==> src/hw/rtl/lkvc_pkg.sv <==
// lkvc_pkg: shared types and constants for the LRU key-value cache.
// No dependencies; imported by the interfaces and all RTL modules.
package lkvc_pkg;

  localparam int unsigned MaxEntriesDefault = 16;
  localparam int unsigned KeyWidth = 32;
  localparam int unsigned ValWidth = 32;
  localparam int unsigned CfgWidth = 5;

  localparam logic [CfgWidth-1:0] CfgReset = 5'd16;
  localparam logic signed [ValWidth-1:0] MissValue = -32'sd1;
  localparam logic signed [ValWidth-1:0] PutValue = 32'sd0;

  localparam logic ModeGet = 1'b0;
  localparam logic ModePut = 1'b1;

  // one-cycle strobes from controller to datapath
  typedef struct packed {
    logic load_in;   // capture request transaction
    logic compare;   // key match, slot choice, value read
    logic update;    // write state, load response register
  } dp_cmd_t;

endpackage

==> src/hw/rtl/lkvc_req_if.sv <==
// lkvc_req_if: request channel (get/put transaction) with valid/ready.
// Depends on lkvc_pkg for field widths.
interface lkvc_req_if;
  import lkvc_pkg::*;

  logic                       valid;
  logic                       ready;
  logic                       mode;
  logic signed [KeyWidth-1:0] lookup_key;
  logic signed [ValWidth-1:0] write_value;

  modport source (output valid, mode, lookup_key, write_value, input ready);
  modport sink (input valid, mode, lookup_key, write_value, output ready);
endinterface

==> src/hw/rtl/lkvc_rsp_if.sv <==
// lkvc_rsp_if: response channel (hit flag and read value) with valid/ready.
// Depends on lkvc_pkg for field widths.
interface lkvc_rsp_if;
  import lkvc_pkg::*;

  logic                       valid;
  logic                       ready;
  logic                       hit;
  logic signed [ValWidth-1:0] read_value;

  modport source (output valid, hit, read_value, input ready);
  modport sink (input valid, hit, read_value, output ready);
endinterface

==> src/hw/rtl/lkvc_ctrl.sv <==
// lkvc_ctrl: sequencing FSM (accept, compare, update) and response valid.
// Depends on lkvc_pkg for the command struct.
module lkvc_ctrl (
  input  logic              clk_i,
  input  logic              rst_ni,
  input  logic              req_valid_i,
  output logic              req_ready_o,
  output logic              rsp_valid_o,
  input  logic              rsp_ready_i,
  output lkvc_pkg::dp_cmd_t cmd_o
);
  import lkvc_pkg::*;

  localparam logic [1:0] StIdle = 2'd0;
  localparam logic [1:0] StCmp  = 2'd1;
  localparam logic [1:0] StUpd  = 2'd2;

  logic [1:0] state_q, state_d;
  logic       rsp_valid_q, rsp_valid_d;
  logic       slot_free;

  assign slot_free   = !rsp_valid_q || rsp_ready_i;
  assign req_ready_o = (state_q == StIdle);
  assign rsp_valid_o = rsp_valid_q;

  always_comb begin
    state_d       = state_q;
    rsp_valid_d   = rsp_valid_q && !rsp_ready_i;
    cmd_o         = '0;
    unique case (state_q)
      StIdle: begin
        if (req_valid_i) begin
          cmd_o.load_in = 1'b1;
          state_d       = StCmp;
        end
      end
      StCmp: begin
        cmd_o.compare = 1'b1;
        state_d       = StUpd;
      end
      StUpd: begin
        // hold until the response register can take the new transaction
        if (slot_free) begin
          cmd_o.update = 1'b1;
          rsp_valid_d  = 1'b1;
          state_d      = StIdle;
        end
      end
      default: state_d = StIdle;
    endcase
  end

  always_ff @(posedge clk_i or negedge rst_ni) begin
    if (!rst_ni) begin
      state_q     <= StIdle;
      rsp_valid_q <= 1'b0;
    end else begin
      state_q     <= state_d;
      rsp_valid_q <= rsp_valid_d;
    end
  end

endmodule

==> src/hw/rtl/lkvc_datapath.sv <==
// lkvc_datapath: key CAM lanes, recency ranks, value memory, capacity
// register and response payload. Depends on lkvc_pkg.
module lkvc_datapath #(
  parameter int unsigned MaxEntries = lkvc_pkg::MaxEntriesDefault
) (
  input  logic                                 clk_i,
  input  logic                                 rst_ni,
  input  lkvc_pkg::dp_cmd_t                    cmd_i,
  input  logic                                 cfg_we_i,
  input  logic [lkvc_pkg::CfgWidth-1:0]        cfg_wdata_i,
  input  logic                                 mode_i,
  input  logic signed [lkvc_pkg::KeyWidth-1:0] lookup_key_i,
  input  logic signed [lkvc_pkg::ValWidth-1:0] write_value_i,
  output logic                                 hit_o,
  output logic signed [lkvc_pkg::ValWidth-1:0] read_value_o
);
  import lkvc_pkg::*;

  localparam int unsigned RankW = (MaxEntries > 1) ? $clog2(MaxEntries) : 1;
  localparam int unsigned CntW  = $clog2(MaxEntries + 1);
  localparam int unsigned CapW  = (CntW > CfgWidth) ? CntW : CfgWidth;
  localparam logic [CapW-1:0] CapMax = CapW'(MaxEntries);

  // capacity register
  logic [CfgWidth-1:0] cfg_q;

  // per-entry state
  logic signed [KeyWidth-1:0] key_q [MaxEntries];
  logic [RankW-1:0]           rank_q [MaxEntries];
  logic [MaxEntries-1:0]      valid_q;
  logic [CntW-1:0]            count_q;
  logic signed [ValWidth-1:0] value_mem [MaxEntries];

  // captured request
  logic                       put_q;
  logic signed [KeyWidth-1:0] in_key_q;
  logic signed [ValWidth-1:0] in_val_q;

  // compare results
  logic                       hit_q;
  logic                       insert_q;
  logic [MaxEntries-1:0]      tgt_q;
  logic [RankW-1:0]           tgt_idx_q;
  logic [RankW-1:0]           tgt_rank_q;
  logic signed [ValWidth-1:0] rd_q;

  // response payload
  logic                       hit_out_q;
  logic signed [ValWidth-1:0] rd_out_q, rd_out_d;

  logic [MaxEntries-1:0] match_vec, free_vec, free_first, victim_vec, tgt_vec;
  logic [CapW-1:0]       cap_c, cfg_ext, cnt_ext;
  logic [RankW-1:0]      lru_rank, tgt_idx, tgt_rank;
  logic                  hit_c, has_free;

  assign cfg_ext  = CapW'(cfg_q);
  assign cnt_ext  = CapW'(count_q);
  assign lru_rank = RankW'(count_q - 1'b1);

  always_comb begin
    if (cfg_ext == '0) begin
      cap_c = CapW'(1);
    end else if (cfg_ext > CapMax) begin
      cap_c = CapMax;
    end else begin
      cap_c = cfg_ext;
    end
  end

  always_comb begin
    for (int i = 0; i < MaxEntries; i++) begin
      match_vec[i]  = valid_q[i] && (key_q[i] == in_key_q);
      // with a full store the valid ranks are 0..count-1, so LRU is count-1
      victim_vec[i] = valid_q[i] && (rank_q[i] == lru_rank);
    end
    free_vec   = ~valid_q;
    free_first = free_vec & (~free_vec + 1'b1);
    hit_c      = |match_vec;
    has_free   = (|free_vec) && (cnt_ext < cap_c);

    if (hit_c) begin
      tgt_vec = match_vec;
    end else if (put_q) begin
      tgt_vec = has_free ? free_first : victim_vec;
    end else begin
      tgt_vec = '0;
    end

    tgt_idx  = '0;
    tgt_rank = '0;
    for (int i = 0; i < MaxEntries; i++) begin
      if (tgt_vec[i]) begin
        tgt_idx  = tgt_idx | RankW'(i);
        tgt_rank = tgt_rank | rank_q[i];
      end
    end
  end

  always_comb begin
    if (put_q == ModePut) begin
      rd_out_d = PutValue;
    end else if (hit_q) begin
      rd_out_d = rd_q;
    end else begin
      rd_out_d = MissValue;
    end
  end

  always_ff @(posedge clk_i or negedge rst_ni) begin
    if (!rst_ni) begin
      cfg_q <= CfgReset;
    end else if (cfg_we_i) begin
      cfg_q <= cfg_wdata_i;
    end
  end

  // request capture, compare results and response payload
  always_ff @(posedge clk_i) begin
    if (cmd_i.load_in) begin
      put_q    <= mode_i;
      in_key_q <= lookup_key_i;
      in_val_q <= write_value_i;
    end
    if (cmd_i.compare) begin
      hit_q      <= hit_c;
      insert_q   <= put_q && !hit_c && has_free;
      tgt_q      <= tgt_vec;
      tgt_idx_q  <= tgt_idx;
      tgt_rank_q <= tgt_rank;
    end
    if (cmd_i.update) begin
      hit_out_q <= hit_q;
      rd_out_q  <= rd_out_d;
    end
  end

  // value memory: one read port, one write port
  always_ff @(posedge clk_i) begin
    if (cmd_i.compare) begin
      rd_q <= value_mem[tgt_idx];
    end
    if (cmd_i.update && put_q) begin
      value_mem[tgt_idx_q] <= in_val_q;
    end
  end

  always_ff @(posedge clk_i) begin
    for (int i = 0; i < MaxEntries; i++) begin
      if (cmd_i.update && put_q && tgt_q[i]) begin
        key_q[i] <= in_key_q;
      end
    end
  end

  always_ff @(posedge clk_i or negedge rst_ni) begin
    if (!rst_ni) begin
      valid_q <= '0;
      count_q <= '0;
      for (int i = 0; i < MaxEntries; i++) begin
        rank_q[i] <= '0;
      end
    end else if (cmd_i.update) begin
      for (int i = 0; i < MaxEntries; i++) begin
        if (tgt_q[i]) begin
          valid_q[i] <= 1'b1;
          rank_q[i]  <= '0;
        end else if (valid_q[i] && (insert_q || (|tgt_q && rank_q[i] < tgt_rank_q))) begin
          rank_q[i] <= rank_q[i] + 1'b1;
        end
      end
      if (insert_q) begin
        count_q <= count_q + 1'b1;
      end
    end
  end

  assign hit_o        = hit_out_q;
  assign read_value_o = rd_out_q;

endmodule

==> src/hw/rtl/lru_key_value_cache_top.sv <==
// LRU key-value cache, fully associative, MaxEntries entries.
// After the request transaction the controller runs compare, then update, which
// registers response valid; update waits while the response register is full.
// A new request is taken only once the controller is idle again: it runs capture,
// compare and update in turn, so transactions do not overlap.
// Reset (async, active low) empties the store and sets capacity to 16.
module lru_key_value_cache_top #(
  parameter int unsigned MaxEntries = lkvc_pkg::MaxEntriesDefault
) (
  input  logic                          clk_i,
  input  logic                          rst_ni,
  lkvc_req_if.sink                      req,
  lkvc_rsp_if.source                    rsp,
  input  logic                          cfg_we_i,
  input  logic [lkvc_pkg::CfgWidth-1:0] cfg_wdata_i
);
  import lkvc_pkg::*;

  dp_cmd_t cmd;

  lkvc_ctrl u_ctrl (
    .clk_i       (clk_i),
    .rst_ni      (rst_ni),
    .req_valid_i (req.valid),
    .req_ready_o (req.ready),
    .rsp_valid_o (rsp.valid),
    .rsp_ready_i (rsp.ready),
    .cmd_o       (cmd)
  );

  lkvc_datapath #(
    .MaxEntries (MaxEntries)
  ) u_datapath (
    .clk_i         (clk_i),
    .rst_ni        (rst_ni),
    .cmd_i         (cmd),
    .cfg_we_i      (cfg_we_i),
    .cfg_wdata_i   (cfg_wdata_i),
    .mode_i        (req.mode),
    .lookup_key_i  (req.lookup_key),
    .write_value_i (req.write_value),
    .hit_o         (rsp.hit),
    .read_value_o  (rsp.read_value)
  );

endmodule

==> src/flat_wrapper.sv <==
// flat-port wrapper written by rule: the top's interface ports become plain ports
module lru_key_value_cache_top_flat import lkvc_pkg::*;
#(
  parameter int unsigned MaxEntries = lkvc_pkg::MaxEntriesDefault
)
  (clk_i, rst_ni, cfg_we_i, cfg_wdata_i, req_valid, req_mode, req_lookup_key, req_write_value, req_ready, rsp_valid, rsp_hit, rsp_read_value, rsp_ready);
  lkvc_req_if req_i ();
  lkvc_rsp_if rsp_i ();
  input  logic clk_i;
  input  logic rst_ni;
  input  logic cfg_we_i;
  input  logic [lkvc_pkg::CfgWidth-1:0] cfg_wdata_i;
  input wire logic [$bits(req_i.valid)-1:0] req_valid;
  input wire logic [$bits(req_i.mode)-1:0] req_mode;
  input wire logic [$bits(req_i.lookup_key)-1:0] req_lookup_key;
  input wire logic [$bits(req_i.write_value)-1:0] req_write_value;
  output wire logic [$bits(req_i.ready)-1:0] req_ready;
  output wire logic [$bits(rsp_i.valid)-1:0] rsp_valid;
  output wire logic [$bits(rsp_i.hit)-1:0] rsp_hit;
  output wire logic [$bits(rsp_i.read_value)-1:0] rsp_read_value;
  input wire logic [$bits(rsp_i.ready)-1:0] rsp_ready;
  assign req_i.valid = req_valid;
  assign req_i.mode = req_mode;
  assign req_i.lookup_key = req_lookup_key;
  assign req_i.write_value = req_write_value;
  assign req_ready = req_i.ready;
  assign rsp_valid = rsp_i.valid;
  assign rsp_hit = rsp_i.hit;
  assign rsp_read_value = rsp_i.read_value;
  assign rsp_i.ready = rsp_ready;
  lru_key_value_cache_top #(.MaxEntries(MaxEntries)) u_core (.clk_i(clk_i), .rst_ni(rst_ni), .req(req_i), .rsp(rsp_i), .cfg_we_i(cfg_we_i), .cfg_wdata_i(cfg_wdata_i));
endmodule
==> config.mk <==
export PLATFORM = sky130hd
export DESIGN_NAME = lru_key_value_cache_top_flat
export DESIGN_NICKNAME = d
export VERILOG_FILES = /design/src/hw/rtl/lkvc_pkg.sv /design/src/hw/rtl/lkvc_req_if.sv /design/src/hw/rtl/lkvc_rsp_if.sv /design/src/hw/rtl/lkvc_ctrl.sv /design/src/hw/rtl/lkvc_datapath.sv /design/src/hw/rtl/lru_key_value_cache_top.sv /design/src/flat_wrapper.sv
export SDC_FILE = /design/constraint.sdc
export NUM_CORES = 2
export LEC_CHECK = 0
export BUFFER_PORTS_ARGS = -buffer_cell sky130_fd_sc_hd__buf_2
export CELL_PAD_IN_SITES_DETAIL_PLACEMENT = 1
export CELL_PAD_IN_SITES_GLOBAL_PLACEMENT = 2
export CORE_MARGIN = 5
export CORE_UTILIZATION = 40
export DETAILED_ROUTE_END_ITERATION = 10
export PLACE_DENSITY = 0.8
export SKIP_LAST_GASP = 1
export SLEW_MARGIN = 20
export SYNTH_ARGS = -nofsm -noshare
export SYNTH_HDL_FRONTEND = slang
export SYNTH_SLANG_ARGS = --single-unit
==> constraint.sdc <==
create_clock -name clk_i -period 5.2 [get_ports clk_i]
set_input_delay 1.04 -clock clk_i [delete_from_list [all_inputs] [get_ports clk_i]]
set_output_delay 1.04 -clock clk_i [all_outputs]
set_load 0.005 [all_outputs]
==> metrics.yaml <==
run_status:
  outcome: "completed"
clocking:
  cts_sinks: 1273
  htree_levels: 4
  ctsResizeCount: 0
  path_clk_slew_ns: 0.06
  cts_buffers: 137
  cts_buffer_depth: 3
  ctsRootBufferMaster: "clkbuf_16"
  hold_buffers: 0
  worst_skew_pair.late_latency_ns: 0.77
  cts_tree: "done"
  cts_setup_buffers: 0
sta:
  worst_pin_slew_ns: 1.107
  clock.fmax_mhz: 202.4
  finalHoldViolCount: 0
  finClkSkew_ns: 0.03421
  slew_headroom_pct: 26.18
  slew_violations: 0
  fin_crit_sh_pct: 95.01
  post-route-min-period_ns: 4.940
  rsz0062_at_grt: "no"
  setup_viol: 0
  finalSetupTns_ns: 0
global_routing:
  overflow: 0
  antenna_found_initial: 2
  grt_pass1_wl_um: 252700
  grt_pass1_vias: 37760
  grt_usage_pct: 22.13
  grt_max_degree: 129
drt:
  firstDrtPassIters: 5
  wl_per_cell_um: 27.91
  route.detailed.drc: 0
  drtAntennaViolNets: 0
  wirelength_um: 170300
  drt-initial-drc-count: 3003
  vias: 35940
  vias_per_cell: 5.890
critical_path:
  startpoint_type: "flip-flop"
  r2r-start: "u_core.u_datapath.in_key_q[19]"
  path_class: "reg2reg"
  crit_start: "u_core.u_datapath.in_key_q[19]"
  cp.required_ns: 5.69
  crit_arrival_ns: 5.43
  crit_fanout: 29
  r2r_slack_ns: 0.26
  reg2reg_to: "u_core.u_datapath.rd_q[23]"
  r2r.worst_path.cells: 12
  endpoint_kind: "flip-flop"
  critPathCapture: "u_core.u_datapath.rd_q[23]"
floorplanning:
  dieHeight_um: 388.1
  io_pins: 110
  die_w_um: 388.1
  die_area_um2: 150600
  initial_core_util_pct: 40.33
  rows: 138
  core_area_um2: 141800
yosys:
  synth_area_leaders: "edfxtp_1, xor2_1, dfrtp_1, xnor2_1, nand4_1"
  ys_types: 82
  ys_seq_area_share_pct: 66.04
  syn-num-nets: 4084
  syn_area_um2: 57180
  synth_edf_count: 1180
  yosys_warnings: 0
  netlist_instances: 3939
  synth.largest_area_cell: "edfxtp_1"
  ys_async_sr_fraction_pct: 7.306
  yosysMostFrequentCell: "edfxtp_1"
  syn_avg_cell_area_um2: 14.52
  ys_seq_elements: 1273
  synthTopCellsByCount: "edfxtp_1, xor2_1, xnor2_1"
  ys.flop_type: "edfxtp_1"
  synth_top_area_share_pct: 61.97
layout:
  stdcell_area_um2: 64980
  utilization_pct: 45.84
  finalNetCount: 4253
  layout-drive-gt1-share_pct: 13.94
  areaGrowthSynthToFinish_pct: 13.64
power:
  ir_drop_mv: 1.917
  p_sw_share_pct: 41.38
  p_sw_uw: 17880
  power_density_nw_per_um2: 665.1
  pwr-share-comb_pct: 45.9
  internal_power_uw: 25330
  power_uw: 43220
  clockPowerShare_pct: 22.0
  power_leakage_uw: 0.02265
  pwr-share-seq_pct: 32.2
min_path:
  hold_class: "in2async"
placement:
  gp_congestion: 0.8685
  io_buffers: 109
  post-dp-hpwl_um: 104100
  place_area_um2: 60700
job:
  cap_violations: 0
layout make-up:
type	count	area (um^2)
Clock inverter	61	544.3
Antenna cell	1	2.502
Sequential cell	1273	37760
Fill cell	13940	76780
Multi-Input combinational cell	2284	17750
Clock buffer	181	3730
Timing Repair Buffer	288	2355
Inverter	124	467.9
Tap cell	1890	2365
flip-flops by register name, summed over array words and instances, names as in the netlist:
signal	cells
u_core.u_datapath.tgt_rank_q	4
u_core.u_datapath.rank_q	64
u_core.u_datapath.valid_q	16
u_core.u_datapath.tgt_idx_q	4
u_core.u_datapath.in_key_q	32
u_core.u_ctrl.state_q	2
u_core.u_datapath.insert_q	1
u_core.u_datapath.hit_o	1
u_core.u_datapath.value_mem	512
u_core.u_datapath.put_q	1
u_core.u_datapath.cnt_ext	5
u_core.u_datapath.cfg_ext	5
u_core.u_datapath.key_q	512
u_core.u_datapath.rd_q	32
u_core.u_datapath.in_val_q	32
u_core.u_ctrl.rsp_valid_o	1
u_core.u_datapath.tgt_q	16
u_core.u_datapath.hit_q	1
u_core.u_datapath.read_value_o	32
critical path: stages (launching register included):
cell and delay, ns:
edfxtp_1 0.89, buf_4 0.34, xnor2_1 0.20, nand4_1 0.13, nor4_1 0.44, nand4_1 0.30
and3_1 0.44, nand4_1 0.36, o21a_4 0.30, buf_4 0.41, mux2_2 0.39, o2111ai_1 0.23
nand4_1 0.16
layout by cell type (no fill, tap or decap), drive strengths merged, types with 9 or more instances in the layout:
| cell | count |
|---|---|
| mux2i | 64 |
| a22oi | 20 |
| and3 | 22 |
| edfxtp | 1180 |
| o2111ai | 67 |
| nand3 | 42 |
| dfrtp | 92 |
| nor2b | 22 |
| nor3 | 43 |
| xor2 | 357 |
| nand4 | 166 |
| o31ai | 20 |
| o211a | 67 |
| xnor3 | 9 |
| nand2b | 31 |
| nor4 | 145 |
| ha | 70 |
| a2111o | 65 |
| a21o | 57 |
| nor2 | 77 |
| clkinv | 48 |
| nand2 | 122 |
| o21a | 18 |
| mux2 | 68 |
| buf | 288 |
| clkbuf | 181 |
| inv | 125 |
| nor4b | 10 |
| a21oi | 102 |
| xnor2 | 246 |
| or4 | 20 |
| o211ai | 135 |
| nand4b | 15 |
| o21ai | 68 |
| a211oi | 65 |
cells by family after synthesis:
kind of cell               after synthesis  synth area share [%]
adders and majority gates               70                 1.532
buffers and inverters                  382                 3.177
xor gates and xnor gates               612                 9.617
AOI/OAI and AO/OA                      722                 9.720
and+or+nand+nor                        748                 7.449
DFF                                   1273                 66.04
muxes                                  132                 2.460
worst min path at each step:
stage	startpoint	endpoint	slack (ns)	depth (start not counted)
final	rst_ni	u_core.u_datapath.cfg_ext[0]	0.39	1
after CTS	rst_ni	u_core.u_datapath.cfg_ext[0]	0.35	1
after global placement	u_core.u_datapath.cnt_ext[4]	u_core.u_datapath.cnt_ext[4]	0.47	1
after detailed placement	u_core.u_datapath.cnt_ext[4]	u_core.u_datapath.cnt_ext[4]	0.47	1
after global routing	rst_ni	u_core.u_datapath.cfg_ext[3]	0.39	1
after floorplan	u_core.u_datapath.cnt_ext[4]	u_core.u_datapath.cnt_ext[4]	0.45	1
layer usage:
metal	global-route usage, %	share of wire [%]
met1	29.36	43
met2	37.63	49
met3	3.428	5.4
met4	6.701	2.9
met5	0	0
through the flow:
stage	hold WS, ns	std cells	setup slack (ns)
after global routing	0.3928	6101	0.1484
after CTS	0.3450	6101	0.2733
final	0.3851	6102	0.2597
after global placement	0.4710	5859	0.4999
after floorplan	0.4493	3939	0.4412
after detailed placement	0.4740	5859	0.3759
power groups by stage:
stage / logic (uW) / clock network [uW] / registers [uW]
global route: 21200 / 10200 / 14000
floorplan: 13900 / 0 / 13600
global placement: 19200 / 0 / 14000
detailed placement: 19700 / 0 / 14100
finish: 19800 / 9490 / 13900
CTS: 19800 / 9670 / 13900
No activity file was read; power rests on OpenSTA's default activity.
